<file path="config.mk">
export PLATFORM = sky130hd
export DESIGN_NAME = iate_ctrl
export DESIGN_NICKNAME = d
export VERILOG_FILES = /design/src/design/indexed_array_table_engine_top_macros.svh /design/src/design/iate_pkg.sv /design/src/design/iate_ctrl.sv
export SDC_FILE = /design/constraint.sdc
export NUM_CORES = 1
export LEC_CHECK = 0
export BUFFER_PORTS_ARGS = -buffer_cell sky130_fd_sc_hd__buf_2
export CAP_MARGIN = 20
export CORE_MARGIN = 2
export CORE_UTILIZATION = 56
export DETAILED_ROUTE_END_ITERATION = 10
export PLACE_DENSITY = 0.83
export SLEW_MARGIN = 5
export SYNTH_ARGS = -nofsm -noshare
export SYNTH_HDL_FRONTEND = slang
export SYNTH_SLANG_ARGS = --single-unit
</file>
<file path="constraint.sdc">
create_clock -name clk -period 2.5 [get_ports clk]
set_clock_uncertainty 0.2 [all_clocks]
set_input_delay 0.375 -clock clk [delete_from_list [all_inputs] [get_ports clk]]
set_output_delay 0.375 -clock clk [all_outputs]
set_load 0.1 [all_outputs]
</file>
<file path="src/design/indexed_array_table_engine_top_macros.svh">
// Assertion macros used by the indexed array table engine datapath.
`ifndef INDEXED_ARRAY_TABLE_ENGINE_TOP_MACROS_SVH
`define INDEXED_ARRAY_TABLE_ENGINE_TOP_MACROS_SVH

// Same-cycle implication, sampled on clk, quiet while rst_n is low.
`define IATE_CHECK(lbl, ante, cons, msg) \
  lbl: assert property (@(posedge clk) disable iff (!rst_n) (ante) |-> (cons)) \
    else $error(msg);

// Next-cycle implication, sampled on clk, quiet while rst_n is low.
`define IATE_CHECK_NEXT(lbl, ante, cons, msg) \
  lbl: assert property (@(posedge clk) disable iff (!rst_n) (ante) |=> (cons)) \
    else $error(msg);

`endif

</file>
<file path="src/design/iate_pkg.sv">
// Types and constants shared by the indexed array table engine.
`timescale 1ns / 1ps
package iate_pkg;

  localparam int CAPACITY = 1024;
  localparam int ADDR_W   = $clog2(CAPACITY);
  localparam int WORD_W   = 32;
  localparam int KIND_W   = 3;
  localparam int POS_W    = 11;
  localparam int CNT_W    = 11;
  localparam int FOUND_W  = 10;

  localparam logic [CNT_W-1:0] CAP_CNT = CNT_W'(CAPACITY);
  localparam logic [CNT_W-1:0] CNT_ONE = CNT_W'(1);

  typedef enum logic [KIND_W-1:0] {
    KIND_APPEND = 3'd0,
    KIND_READ   = 3'd1,
    KIND_WRITE  = 3'd2,
    KIND_INSERT = 3'd3,
    KIND_REMOVE = 3'd4,
    KIND_FIND   = 3'd5,
    KIND_CLEAR  = 3'd6
  } kind_t;

  // Datapath operations issued by the controller.
  typedef enum logic [3:0] {
    OP_NONE      = 4'd0,
    OP_LATCH     = 4'd1,
    OP_FAIL      = 4'd2,
    OP_APPEND    = 4'd3,
    OP_WRITE     = 4'd4,
    OP_RD_ISSUE  = 4'd5,
    OP_RD_DONE   = 4'd6,
    OP_INS_PUT   = 4'd7,
    OP_REM_DONE  = 4'd8,
    OP_CLEAR     = 4'd9,
    OP_UP_INIT   = 4'd10,
    OP_DN_INIT   = 4'd11,
    OP_SHIFT     = 4'd12,
    OP_FIND_INIT = 4'd13,
    OP_FIND_STEP = 4'd14,
    OP_FIND_HIT  = 4'd15
  } dp_op_t;

  // Status from datapath to controller.
  typedef struct packed {
    kind_t kind;
    logic  rd_ok;       // position < count
    logic  app_ok;      // count < capacity
    logic  ins_ok;      // position <= count and not full
    logic  ins_direct;  // insert at the end, nothing to move
    logic  rem_direct;  // remove of the last entry, nothing to move
    logic  empty;
    logic  shift_last;  // final read of a move
    logic  find_last;   // final read of a search
    logic  hit;         // compared word matches
    logic  out_free;    // result register can take a beat
  } sts_t;

endpackage

</file>
<file path="src/design/iate_ctrl.sv">
// Controller state machine of the indexed array table engine.
`timescale 1ns / 1ps
module iate_ctrl (
  input  logic            clk,
  input  logic            rst_n,
  input  logic            in_valid,
  output logic            in_ready,
  input  iate_pkg::sts_t  sts,
  output iate_pkg::dp_op_t op
);

  typedef enum logic [8:0] {
    ST_IDLE      = 9'b000000001,
    ST_DISPATCH  = 9'b000000010,
    ST_READ_WAIT = 9'b000000100,
    ST_SHIFT     = 9'b000001000,
    ST_DRAIN     = 9'b000010000,
    ST_INS_END   = 9'b000100000,
    ST_REM_END   = 9'b001000000,
    ST_FIND      = 9'b010000000,
    ST_FIND_END  = 9'b100000000
  } state_t;

  state_t state_r, state_nxt;

  always_ff @(posedge clk) begin
    if (!rst_n) begin
      state_r <= ST_IDLE;
    end else begin
      state_r <= state_nxt;
    end
  end

  assign in_ready = (state_r == ST_IDLE);

  always_comb begin
    state_nxt = state_r;
    op        = iate_pkg::OP_NONE;
    unique case (state_r)
      ST_IDLE: begin
        if (in_valid) begin
          op        = iate_pkg::OP_LATCH;
          state_nxt = ST_DISPATCH;
        end
      end
      ST_DISPATCH: begin
        // hold until the result register is free, so a finish never overwrites
        if (sts.out_free) begin
          state_nxt = ST_IDLE;
          unique case (sts.kind)
            iate_pkg::KIND_APPEND: begin
              op = sts.app_ok ? iate_pkg::OP_APPEND : iate_pkg::OP_FAIL;
            end
            iate_pkg::KIND_READ: begin
              if (sts.rd_ok) begin
                op        = iate_pkg::OP_RD_ISSUE;
                state_nxt = ST_READ_WAIT;
              end else begin
                op = iate_pkg::OP_FAIL;
              end
            end
            iate_pkg::KIND_WRITE: begin
              op = sts.rd_ok ? iate_pkg::OP_WRITE : iate_pkg::OP_FAIL;
            end
            iate_pkg::KIND_INSERT: begin
              if (!sts.ins_ok) begin
                op = iate_pkg::OP_FAIL;
              end else if (sts.ins_direct) begin
                op = iate_pkg::OP_INS_PUT;
              end else begin
                op        = iate_pkg::OP_UP_INIT;
                state_nxt = ST_SHIFT;
              end
            end
            iate_pkg::KIND_REMOVE: begin
              if (!sts.rd_ok) begin
                op = iate_pkg::OP_FAIL;
              end else if (sts.rem_direct) begin
                op = iate_pkg::OP_REM_DONE;
              end else begin
                op        = iate_pkg::OP_DN_INIT;
                state_nxt = ST_SHIFT;
              end
            end
            iate_pkg::KIND_FIND: begin
              if (sts.empty) begin
                op = iate_pkg::OP_FAIL;
              end else begin
                op        = iate_pkg::OP_FIND_INIT;
                state_nxt = ST_FIND;
              end
            end
            iate_pkg::KIND_CLEAR: begin
              op = iate_pkg::OP_CLEAR;
            end
            default: begin
              op = iate_pkg::OP_FAIL;
            end
          endcase
        end
      end
      ST_READ_WAIT: begin
        op        = iate_pkg::OP_RD_DONE;
        state_nxt = ST_IDLE;
      end
      ST_SHIFT: begin
        op = iate_pkg::OP_SHIFT;
        if (sts.shift_last) begin
          state_nxt = (sts.kind == iate_pkg::KIND_INSERT) ? ST_DRAIN : ST_REM_END;
        end
      end
      ST_DRAIN: begin
        // last moved word lands this cycle; write port busy
        state_nxt = ST_INS_END;
      end
      ST_INS_END: begin
        op        = iate_pkg::OP_INS_PUT;
        state_nxt = ST_IDLE;
      end
      ST_REM_END: begin
        op        = iate_pkg::OP_REM_DONE;
        state_nxt = ST_IDLE;
      end
      ST_FIND: begin
        if (sts.hit) begin
          op        = iate_pkg::OP_FIND_HIT;
          state_nxt = ST_IDLE;
        end else begin
          op = iate_pkg::OP_FIND_STEP;
          if (sts.find_last) begin
            state_nxt = ST_FIND_END;
          end
        end
      end
      ST_FIND_END: begin
        op        = sts.hit ? iate_pkg::OP_FIND_HIT : iate_pkg::OP_FAIL;
        state_nxt = ST_IDLE;
      end
      default: begin
        state_nxt = ST_IDLE;
      end
    endcase
  end

endmodule

</file>
* Word-level counts from Yosys, hierarchy flattened
Cells that the tools add are included.
** Cells by class
- Eq/ne operators :: 19
- Mux-type cells :: 28
- Reductions and logical operators :: 2
** Operators by type and width (number)
- $mux W9 :: 5
- $pmux W9 S5 :: 1
- $mux W4 :: 10
- $pmux W4 S8 :: 1
- $pmux W8 S4 :: 1
- $pmux W4 S7 :: 1
- $eq A3 B3 Y1 const B :: 3
- $eq A9 B1 Y1 const B :: 1
- $eq A9 B2 Y1 const B :: 1
- $eq A9 B3 Y1 const B :: 1
- $eq A9 B4 Y1 const B :: 1
- $eq A9 B5 Y1 const B :: 1
- $eq A9 B6 Y1 const B :: 1
- $eq A9 B7 Y1 const B :: 1
- $eq A9 B8 Y1 const B :: 1
- $eq A9 B9 Y1 const B :: 1
- $mux W3 :: 3
- $mux W8 :: 1
- $mux W7 :: 1
- $eq A3 B2 Y1 const B :: 2
- $ne A2 B2 Y1 const B :: 3
- $reduce_and A4 Y1 :: 1
- $eq A3 B1 Y1 const B :: 1
- $logic_not A3 Y1 :: 1
- 3 further kinds :: 5
** Storage, ports and cells
- Word-level logic and storage cells :: 50
- Input port bits :: 16
- Register bits :: 9
- Output and inout port bits :: 5

* Logic depth before layout (Yosys ltp)
Gate-level depths: netlist (run 1).
- Word-level depth :: 5
- Gate-level depth with buffers :: 7
- Gate-level depth less buffers :: 6

* Least setup slack after synthesis (run 1)
No wires, ideal clock.
- Path type :: flip-flop to output port
- Start :: register state_r[2]
- End :: output port op[3]
- Cell stages (with the launch flop) :: 5
- Required time :: 1.925 ns
- Path buffers :: 0
- Arrival :: 3.218 ns
- Slack :: -1.293 ns
- Cells stage by stage :: dfxtp_1 -> nor4_4 -> and2_1 -> nand3_1 -> o21ai_0
** On the way
- Cells in the longest elaborated chain, start to end :: 2
- Elaborated cells on any way between the ends :: 9
- Classes of those cells :: eq/ne: 8; mux: 1
** RTL lines
- from (decl) :: line iate_ctrl.sv:24 : state_t state_r, state_nxt;
- from (signal assigned) :: line iate_ctrl.sv:30 : state_r <= state_nxt;
- $eq A9 B9 Y1, or another cell as far along :: line iate_ctrl.sv:39 : unique case (state_r)
- $pmux W4 S8 (*) :: line iate_ctrl.sv:39
- to (decl) :: line iate_ctrl.sv:9 : output iate_pkg::dp_op_t op
Mark *: on every way between the ends. The rest lies on a longest branch, timed or not.

* Worst setup path after layout (run 1)
- Start :: register state_r[3]
- End :: output port op[1]
The elaborated chain is that of the path after synthesis.

==> summary.md, run 1 <==
| Metric | Value |
|---|---|
| Drt wl/cell | `15.2 um` |
| Vias in the first global route | `909` |
| End of the worst hold path | `state_r[0]$_SDFFE_PN1P_` |
| Critical Path AT | `1.84 ns` |
| Hpwl dp | `1840 um` |
| Die W | `43.0 um` |
| Vias per cell | `6.46` |
| Die Height | `43.0 um` |
| Worst Path Buf+Inv | `1` |
| # hold bufs at CTS | `0` |
| Status | `finished, final reports clean` |
| Clock transition at path regs | `0.06 ns` |
| Post-route ant nets | `0` |
| Minimum clock period | `2.42 ns` |
| Clk Latency, worst-skew pair | `0.27 ns` |
| Met1 usage | `39.1%` |
| CTS tree | `built` |
| Critical Path Fanout Max | `6` |
| GR Overflow Total | `0` |
| Min-Delay Startpoint | `rst_n` |
| Io pins | `21` |
| Initial Util | `57.9%` |
| Total CTS buffers | `3` |
| MaxCap Viol Count | `0` |
| Setup ws final | `0.0816 ns` |
| Initial antenna violation count | `0` |
| Biggest register | `state_r` |
| Final Slew Violations | `0` |
| Area growth, synth to finish | `32.7%` |
| DRT iter0 DRCs | `47` |
| Reg2reg end | `state_r[2]$_SDFFE_PN0P_` |
| Post-synthesis cell area | `852 um2` |
| Max incr delay on CP | `0.38 ns` |
| Placer Congestion | `0.932` |
| # setup viols final | `0` |
| M2 GR Usage | `44.8%` |
| Clock Path Buffers | `2` |
| Worst reg-to-reg setup slack | `0.60 ns` |
| Avg Cell Area, Syn | `7.04 um2` |
| R2r worst-path depth | `6` |
| Share of cells above drive strength 1 | `31.5%` |
| Seq/Total Area, Yosys | `21.1%` |
| Largest registers | `state_r (9)` |
| Global-route wire length before repair | `4020 um` |
| Met3 usage | `8.94%` |
| Layout net count | `160` |
| Ys Warns | `0` |
| FF+latch count, synth | `9` |
| Largest delay contributor family on the critical path | `simple AND/OR/NAND/NOR gates` |
| Reg2Reg Launch Point | `state_r[2]$_SDFFE_PN0P_` |
| Relative slew slack | `67.9%` |
| Mapped Cells | `121` |
| Hold depth | `2` |
| Row cnt | `14` |
| Largest net degree at the start of global routing | `16` |
| Syn nets | `137` |
| Largest register FFs | `9` |
| Vias post-DR | `1,027` |
| Yosys cell types | `41` |
| Setup CP Type | `flip-flop to output pin` |
| Routed wire length | `2410 um` |
| Core footprint | `1470 um2` |
| Area of the die | `1850 um2` |
| Final hold violation count | `0` |
| Root Driver | `clkbuf_4` |
| Crit-path cells | `nor3_4 -> and2_4 -> nand3_1 -> a21oi_1 -> a211o_1 -> buf_12` |
| Number of port buffers | `20` |
| Detailed Routing Iterations Pass 1 | `4` |
| Critical Path Source Type | `flip-flop` |
| H-tree levels | `1` |
| Max Fclk | `413 MHz` |
| Pre-CTS setup slack | `0.163 ns` |
| PD cells | `386 nW/um2` |
| Antenna diode count | `0` |
| Drc violations | `0` |
| Maximum vdd drop | `0.283 mV` |
| Hold Crit Class | `primary input to flip-flop` |
| Hold WS | `0.126 ns` |
| Fill count | `115` |
| Slew @ Worst Pin | `0.485 ns` |
| CTS sink count | `9` |
| Slowest stage cell, crit path | `dfxtp_1` |
| Final cycle utilization of the critical path | `96.7%` |
| Overall routing resource usage | `29.1%` |
| Required time of the critical path | `1.92 ns` |
| Critical path capture point type | `output pin` |
| Pleak | `0.467 nW` |
| GR peak layer | `met2` |
-- where the power goes --
part | internal, W | switching, W
combinational | 0.0000564 | 0.000108
clock | 0.0000594 | 0.0000585
sequential | 0.000147 | 0.00000648
-- worst max-delay path by stage --
stage / from / end / cells after the start
floorplan: state_r[2]$_SDFFE_PN0P_ / op[1] / 5
global placement: state_r[0]$_SDFFE_PN1P_ / op[0] / 6
detailed placement: state_r[0]$_SDFFE_PN1P_ / op[0] / 6
CTS: state_r[5]$_SDFFE_PN0P_ / op[2] / 7
global route: state_r[3]$_SDFFE_PN0P_ / op[1] / 6
finish: state_r[3]$_SDFFE_PN0P_ / op[1] / 6
-- area by class of cell --
type                    count  area [um2]  share of cell area [%]
clock buffers               3        22.5                    1.99
clock inverters             1        5.00                   0.442
inverters                   3        15.0                    1.33
multi-input cells         105         708                    62.6
flip-flops and latches      9         185                    16.4
well taps                  16        20.0                    1.77
repair buffers             22         175                    15.5
-- layout by cell type (no fill, tap or decap), types with 3 or more instances in the layout --
master	synthesis	layout
o22ai_1	4	4
buf_2	0	16
nor4_1	4	3
dfxtp_1	9	5
clkbuf_4	0	3
nand2_1	10	8
nor2_1	15	14
dfxtp_2	0	4
o21ai_0	6	4
nand2b_1	8	8
buf_12	0	4
nand3_1	9	8
nor2b_1	4	4
a21oi_1	6	6
-- logic make-up (layout without fill, tap and decap cells) --
kind of cell / after synthesis / count (layout) / synth area share, %
multiplexers: 1 / 1 / 1.17
flip-flops: 9 / 9 / 21.1
AO/OA/AOI/OAI: 30 / 30 / 23.1
XOR/XNOR: 3 / 3 / 3.08
buffers and inverters: 7 / 29 / 3.08
AND/OR/NAND/NOR: 71 / 71 / 48.5
-- through the flow --
| step | setup TNS, ns | power (W) | instances | utilization, % | area [um2] |
|---|---|---|---|---|---|
| final | 0 | 0.000436 | 159 | 76.9 | 1130 |
| after global placement | 0 | 0.000312 | 154 | 72.4 | 1060 |
| after floorplan | -0.00552 | 0.000268 | 121 | - | 902 |
| after CTS | 0 | 0.000433 | 158 | 75.3 | 1110 |
| after global routing | -0.00153 | 0.000461 | 159 | 76.9 | 1130 |
| after detailed placement | 0 | 0.000316 | 154 | 72.4 | 1060 |
-- cell usage after synthesis (all sizes together) --
master	instances	area, um2
a31oi	1	6.26
or3	1	11.3
a21o	1	7.51
a22oi	1	7.51
a211oi	2	15.0
nor4	5	46.3
a21oi	6	30.0
and4b	2	20.0
a221o	1	10.0
dfxtp	9	180
nor2b	4	25.0
nand3	9	45.0
xnor2	1	8.76
nand2b	8	50.1
a41o	1	10.0
a32oi	1	8.76
nand4	3	25.0
or2	1	6.26
a2bb2oi	1	8.76
nor3	3	20.0
a21boi	1	7.51
o221ai	1	8.76
o211ai	1	7.51
xor2	2	17.5
clkbuf	4	15.0
nand2	10	37.5
and2	3	18.8
a211o	1	8.76
inv	3	11.3
mux2i	1	10.0
or3b	1	8.76
o21ai	7	35.0
nor2	15	56.3
nor3b	2	15.0
o22ai	4	25.0
and3	2	12.5
nand3b	2	15.0
-- metal layers --
layer	up-vias	routed length [um]	share of wire, %
met3	7	159	6.6
li1	496	-	-
met4	0	36	1.5
met2	54	1140	47
met1	470	1080	45
met5	-	0	0
-- what timing repair did --
action / in CTS / in global routing
resized for setup: 4 / 6
buffers inserted: 0 / 1
endpoints found under the setup margin: 4 / 4
pin swaps: 0 / 1
No activity file was read; power rests on OpenSTA's default activity.
==> inputs of run 2 (changes only) <==
--- a/config.mk
+++ b/config.mk
@@ -10,7 +10,7 @@
 export CORE_MARGIN = 2
 export CORE_UTILIZATION = 56
 export DETAILED_ROUTE_END_ITERATION = 10
-export PLACE_DENSITY = 0.83
+export PLACE_DENSITY_LB_ADDON = 0.05
 export SLEW_MARGIN = 5
 export SYNTH_ARGS = -nofsm -noshare
 export SYNTH_HDL_FRONTEND = slang
==> run 2 against run 1 <==
Worst setup slack improved by 0.0072 ns. Non-clock buffer count stayed put. Worst hold slack improved by 0.0093 ns. Global-route usage decreased by 0.76 points. Core utilization grew 0.60 points. First-iteration DRC count down 34%. Critical path type unchanged. Largest power group unchanged.
==> summary.md, run 2 (synthesis results as in run 1) <==
| Metric | Value |
|---|---|
| GR Overflow Total | `0 (unchanged)` |
| H-tree levels | `1 (unchanged)` |
| Io pins | `21 (unchanged)` |
| Required time of the critical path | `1.92 ns (about the same)` |
| Critical path capture point type | `output pin` |
| Largest registers | `state_r (9)` |
| Number of port buffers | `20 (unchanged)` |
| Total CTS buffers | `3 (unchanged)` |
| # hold bufs at CTS | `0 (unchanged)` |
| Pleak | `0.462 nW (-0.94%)` |
| Clk Latency, worst-skew pair | `0.27 ns (about the same)` |
| Area growth, synth to finish | `33.8%` |
| Clock Path Buffers | `2 (unchanged)` |
| DRT iter0 DRCs | `31 (-34%)` |
| # setup viols final | `0 (unchanged)` |
| Largest register FFs | `9 (unchanged)` |
| Clock transition at path regs | `0.07 ns (about the same)` |
| Maximum vdd drop | `0.336 mV (+18%)` |
| Non-Filler Cell Area, Final | `1140 um2 (+0.77%)` |
| Die Height | `43.0 um (unchanged)` |
| Hold Crit Class | `primary input to flip-flop` |
| Fill count | `132 (+15%)` |
| Vias post-DR | `1,026 (-0.097%)` |
| PD cells | `382 nW/um2 (-0.90%)` |
| CTS sink count | `9 (unchanged)` |
| Layout net count | `160 (unchanged)` |
| Row cnt | `14 (unchanged)` |
| Drc violations | `0 (unchanged)` |
| Biggest register | `state_r` |
| Placer Congestion | `0.920 (-1.3%)` |
| Initial antenna violation count | `0 (unchanged)` |
| CTS tree | `built` |
| Unrepaired setup endpoints after global routing | `no` |
| Area taken by multi-input logic gates | `718 um2 (+1.4%)` |
| Critical Path Source Type | `flip-flop` |
| Hpwl dp | `1810 um (-1.3%)` |
| Minimum clock period | `2.41 ns (-0.00718 ns)` |
| Root Driver | `clkbuf_4` |
| Vias in the first global route | `891 (-2.0%)` |
| Max Fclk | `415 MHz (+0.30%)` |
| Drt wl/cell | `15.1 um (-0.50%)` |
| Overall routing resource usage | `28.3% (-0.76 points)` |
| Final Slew Violations | `0 (unchanged)` |
| DP Area | `1060 um2 (unchanged)` |
| Area of the die | `1850 um2 (unchanged)` |
| Detailed Routing Iterations Pass 1 | `4 (unchanged)` |
| MaxCap Viol Count | `0 (unchanged)` |
| Slew @ Worst Pin | `0.482 ns (-0.00318 ns)` |
| Most common library cell in the layout ignoring fill and taps | `buf_2` |
| Global-route wire length before repair | `3970 um (-1.4%)` |
| Antenna diode count | `0 (unchanged)` |
| Relative slew slack | `68.1% (+0.21 points)` |
| Final cycle utilization of the critical path | `96.5% (-0.29 points)` |
| Hold WS | `0.135 ns (+0.00932 ns)` |
| Storage element area | `185 um2 (unchanged)` |
| Most frequent cells in the layout | `buf_2 (16), nor2_1 (14), nand2b_1 (8), nand2_1 (8), nand3_1 (7)` |
| Post-route ant nets | `0 (unchanged)` |
| Critical Path AT | `1.84 ns (about the same)` |
| Status | `finished, final reports clean` |
| Largest net degree at the start of global routing | `16 (unchanged)` |
| Core footprint | `1470 um2 (unchanged)` |
| Final hold violation count | `0 (unchanged)` |
| Die W | `43.0 um (unchanged)` |
| Routed wire length | `2400 um (-0.50%)` |
| Share of cells above drive strength 1 | `32.2% (+0.70 points)` |
| Vias per cell | `6.45 (about the same)` |
| Critical Path Fanout Max | `7 (+1)` |
| Setup CP Type | `flip-flop to output pin` |
| Initial Util | `57.9% (unchanged)` |
run 2: changes by cell type in the layout (fill, tap and decap cells not counted), sizes merged:
cell	delta
clkinv	-1
clkbuf	+1
run 2: worst paths after layout:
check / startpoint / end / slack [ns] / cells past startpoint
setup / recovery: state_r[2]$_SDFFE_PN0P_ / op[2] / 0.09 / 7
hold / removal: rst_n / state_r[0]$_SDFFE_PN1P_ / 0.14 / 2
setup reg to reg: state_r[2]$_SDFFE_PN0P_ / state_r[4]$_SDFFE_PN0P_ / 0.55 / 6
hold reg to reg: state_r[4]$_SDFFE_PN0P_ / state_r[5]$_SDFFE_PN0P_ / 0.34 / 2
run 2: per-stage QoR:
stage | setup TNS (ns) | setup slack [ns] | utilization (%) | total power [W] | cells
after global routing | 0 | 0.0106 | 77.5 | 0.000461 | 159
after global placement | 0 | 0.115 | 72.4 | 0.000313 | 154
after CTS | 0 | 0.0217 | 75.3 | 0.000433 | 158
after floorplan | -0.00552 | -0.00552 | - | 0.000268 | 121
after detailed placement | 0 | 0.0541 | 72.4 | 0.000315 | 154
final | 0 | 0.0887 | 77.5 | 0.000436 | 159
run 2: area by class of cell:
| type | instances | area share (%) |
|---|---|---|
| multi-input cells | 105 | 63.0 |
| flip-flops and latches | 9 | 16.2 |
| repair buffers | 22 | 15.4 |
| clock buffers | 4 | 2.31 |
| well taps | 16 | 1.76 |
| inverters | 3 | 1.32 |
run 2: repair_timing:
item	CTS	global route
setup endpoints to repair	4	4
resized for setup	5	7
setup buffers	0	1
pin swaps	0	3
endpoints found under the hold margin	0	0
run 2: metal layers:
layer	global-route usage, %	wire length (um)	up-vias
met4	6.67	20	0
met2	47.6	1220	36
li1	-	-	499
met3	7.66	126	4
met5	0	0	-
met1	36.0	1030	487
run 2: critical path, cell delays in order (launching register included):
cell and delay, ns:
dfxtp_2 0.37, nor4_4 0.31, buf_4 0.19, and4b_1 0.23, a41o_1 0.12, a31oi_1 0.04
nand2_1 0.11, buf_12 0.18
run 2: power breakdown:
part           total, W  switching [W]  internal [W]
combinational  0.000165       0.000108     0.0000568
clock          0.000118      0.0000565     0.0000617
sequential     0.000153     0.00000554      0.000147
total          0.000436       0.000170      0.000266
==> inputs of run 3 (changes only) <==
--- a/config.mk
+++ b/config.mk
@@ -6,11 +6,11 @@
 export NUM_CORES = 1
 export LEC_CHECK = 0
 export BUFFER_PORTS_ARGS = -buffer_cell sky130_fd_sc_hd__buf_2
-export CAP_MARGIN = 20
+export CAP_MARGIN = 15
 export CORE_MARGIN = 2
 export CORE_UTILIZATION = 56
 export DETAILED_ROUTE_END_ITERATION = 10
-export PLACE_DENSITY_LB_ADDON = 0.05
+export PLACE_DENSITY = 0.92
 export SLEW_MARGIN = 5
 export SYNTH_ARGS = -nofsm -noshare
 export SYNTH_HDL_FRONTEND = slang
==> run 3 against run 2 <==
Fmax shrank 1.9%. Sequential power is essentially flat. Critical endpoint is now op[1]. Combinational power is essentially flat. Worst setup slack lost 0.047 ns. Routed wire length grew 0.92%. Via count grew 1.7%. Register-to-register slack gained 0.04 ns. Clock power is essentially flat. Largest power group unchanged. Global-route usage shrank 0.51 points. Largest cell class unchanged.
==> summary.md, run 3 (synthesis results as in run 1) <==
| Metric | Value |
|---|---|
| Switching Fraction | `39.9% (+0.90 points)` |
| Area growth, synth to finish | `37.6%` |
| Vias per cell | `6.40 (-0.84%)` |
| Most frequent cells in the layout | `buf_2 (15), nor2_1 (14), nand2_1 (9)` |
| Core footprint | `1470 um2 (unchanged)` |
| Final hold violation count | `0 (unchanged)` |
| # hold bufs at CTS | `0 (unchanged)` |
| Placed cells | `155 (+0.65%)` |
| CTS sink count | `9 (unchanged)` |
| Total CTS buffers | `3 (unchanged)` |
| Clk Latency, worst-skew pair | `0.27 ns (about the same)` |
| Maximum vdd drop | `0.274 mV (-18%)` |
| Initial Util | `57.9% (unchanged)` |
| Vias in the first global route | `903 (+1.3%)` |
| Seq pwr share | `34.6% (-0.4 points)` |
| # setup viols final | `0 (unchanged)` |
| Slew @ Worst Pin | `0.353 ns (-0.129 ns)` |
| Largest registers | `state_r (9)` |
| Hpwl dp | `1770 um (-2.6%)` |
| Vias post-DR | `1,043 (+1.7%)` |
| Die W | `43.0 um (unchanged)` |
| Setup CP Type | `flip-flop to output pin` |
| Final Slew Violations | `0 (unchanged)` |
| Fill count | `97 (-27%)` |
| Final core occ | `79.7% (+2.2 points)` |
| Final cycle utilization of the critical path | `98.3% (+1.9 points)` |
| Detailed Routing Iterations Pass 1 | `5 (+1)` |
| Biggest register | `state_r` |
| Layout net count | `164 (+2.5%)` |
| Hold Crit Class | `primary input to flip-flop` |
| Global-route wire length before repair | `3890 um (-1.9%)` |
| Critical path capture point type | `output pin` |
| Unrepaired setup endpoints after global routing | `yes` |
| Status | `finished, final reports clean` |
| Switching power | `0.000173 W (+1.8%)` |
| Drt wl/cell | `14.9 um (-1.6%)` |
| Critical Path Source Type | `flip-flop` |
| Antenna diode count | `0 (unchanged)` |
| Share of cells above drive strength 1 | `33.3% (+1.2 points)` |
| Placer Congestion | `0.928 (+0.90%)` |
| GR Overflow Total | `0 (unchanged)` |
| Most common library cell in the layout ignoring fill and taps | `buf_2` |
| Die Height | `43.0 um (unchanged)` |
| Critical Path Fanout Max | `4 (-3)` |
| Number of port buffers | `20 (unchanged)` |
| Internal | `0.000260 W (-2.0%)` |
| Setup ws final | `0.0417 ns (-0.0470 ns)` |
| Relative slew slack | `76.4% (+8.3 points)` |
| CTS tree | `built` |
| Required time of the critical path | `1.92 ns (about the same)` |
| Minimum clock period | `2.46 ns (+0.0470 ns)` |
| MaxCap Viol Count | `0 (unchanged)` |
| Initial antenna violation count | `0 (unchanged)` |
| Largest net degree at the start of global routing | `16 (unchanged)` |
| Post-route ant nets | `0 (unchanged)` |
| Clock power frac | `27.6% (+0.5 points)` |
| H-tree levels | `1 (unchanged)` |
| Clock Path Buffers | `2 (unchanged)` |
| Critical Path AT | `1.88 ns (+0.04 ns)` |
| Row cnt | `14 (unchanged)` |
| Non-Filler Cell Area, Final | `1170 um2 (+2.9%)` |
| DRT iter0 DRCs | `29 (-6.5%)` |
| Pre-CTS setup slack | `0.168 ns (+0.113 ns)` |
| Drc violations | `0 (unchanged)` |
| Fin cells | `163 (+2.5%)` |
| Clock transition at path regs | `0.07 ns (about the same)` |
| DP Area | `1070 um2 (+0.71%)` |
| Largest register FFs | `9 (unchanged)` |
| Overall routing resource usage | `27.8% (-0.51 points)` |
| Routed wire length | `2420 um (+0.92%)` |
| Combinational cell fraction of total power | `37.9% (about the same)` |
| PD cells | `370 nW/um2 (-3.2%)` |
| Area of the die | `1850 um2 (unchanged)` |
| Total Power | `0.000434 W (-0.48%)` |
| Root Driver | `clkbuf_4` |
| Io pins | `21 (unchanged)` |
| Max Fclk | `407 MHz (-1.9%)` |
| Pleak | `0.487 nW (+5.4%)` |
[run 3: cell count changes in the layout (fill, tap and decap cells not counted), sizes merged]
cell and delta:
clkinv +1, buf +3
[run 3: metal layers]
layer | vias to the layer above | GRT usage [%] | routed length (um) | part of all wire [%]
li1 | 502 | - | - | -
met1 | 476 | 33.4 | 1040 | 43
met2 | 56 | 47.0 | 1190 | 49
met3 | 9 | 4.68 | 129 | 5.3
met4 | 0 | 14.5 | 54 | 2.2
met5 | - | 0 | 0 | 0
[run 3: stage by stage]
step,TNS (ns),hold slack [ns]
after global placement,0,0.358
after global routing,-0.0971,0.144
after CTS,0,0.137
after detailed placement,0,0.372
after floorplan,-0.00552,0.244
final,0,0.143
[run 3: final cells by class]
type / instances / area, um2 / area share (%)
clock inverters: 1 / 5.00 / 0.427
clock buffers: 3 / 22.5 / 1.92
well taps: 16 / 20.0 / 1.71
flip-flops and latches: 9 / 193 / 16.4
inverters: 3 / 15.0 / 1.28
multi-input cells: 105 / 709 / 60.5
repair buffers: 26 / 208 / 17.7
[run 3: final timing paths]
path                                               from                      end  slack, ns  cells past startpoint
worst max-delay path            state_r[2]$_SDFFE_PN0P_                    op[1]       0.04                      6
worst min-delay path                              rst_n  state_r[0]$_SDFFE_PN1P_       0.14                      2
worst max register to register  state_r[2]$_SDFFE_PN0P_  state_r[4]$_SDFFE_PN0P_       0.59                      6
worst min register to register  state_r[4]$_SDFFE_PN0P_  state_r[5]$_SDFFE_PN0P_       0.35                      2
[run 3: worst max-delay path, cell delays in order, from the launching register on]
cell and delay [ns]:
dfxtp_4 0.36, nor4_4 0.32, and2_4 0.22, nand3_1 0.19, a21oi_2 0.19, a211o_1 0.16, buf_12 0.18
[run 3: repair_timing]
item                                    CTS  global route
setup buffers                             0             4
gates resized for setup                   6             7
endpoints found under the setup margin    5             5
pin swaps                                 0             5
[run 3: power groups by stage]
stage / logic [W] / registers [W] / clock network [W]
finish: 0.000164 / 0.000150 / 0.000119
CTS: 0.000160 / 0.000153 / 0.000121
floorplan: 0.000114 / 0.000154 / 0
detailed placement: 0.000158 / 0.000155 / 0
global route: 0.000176 / 0.000150 / 0.000125
global placement: 0.000155 / 0.000154 / 0
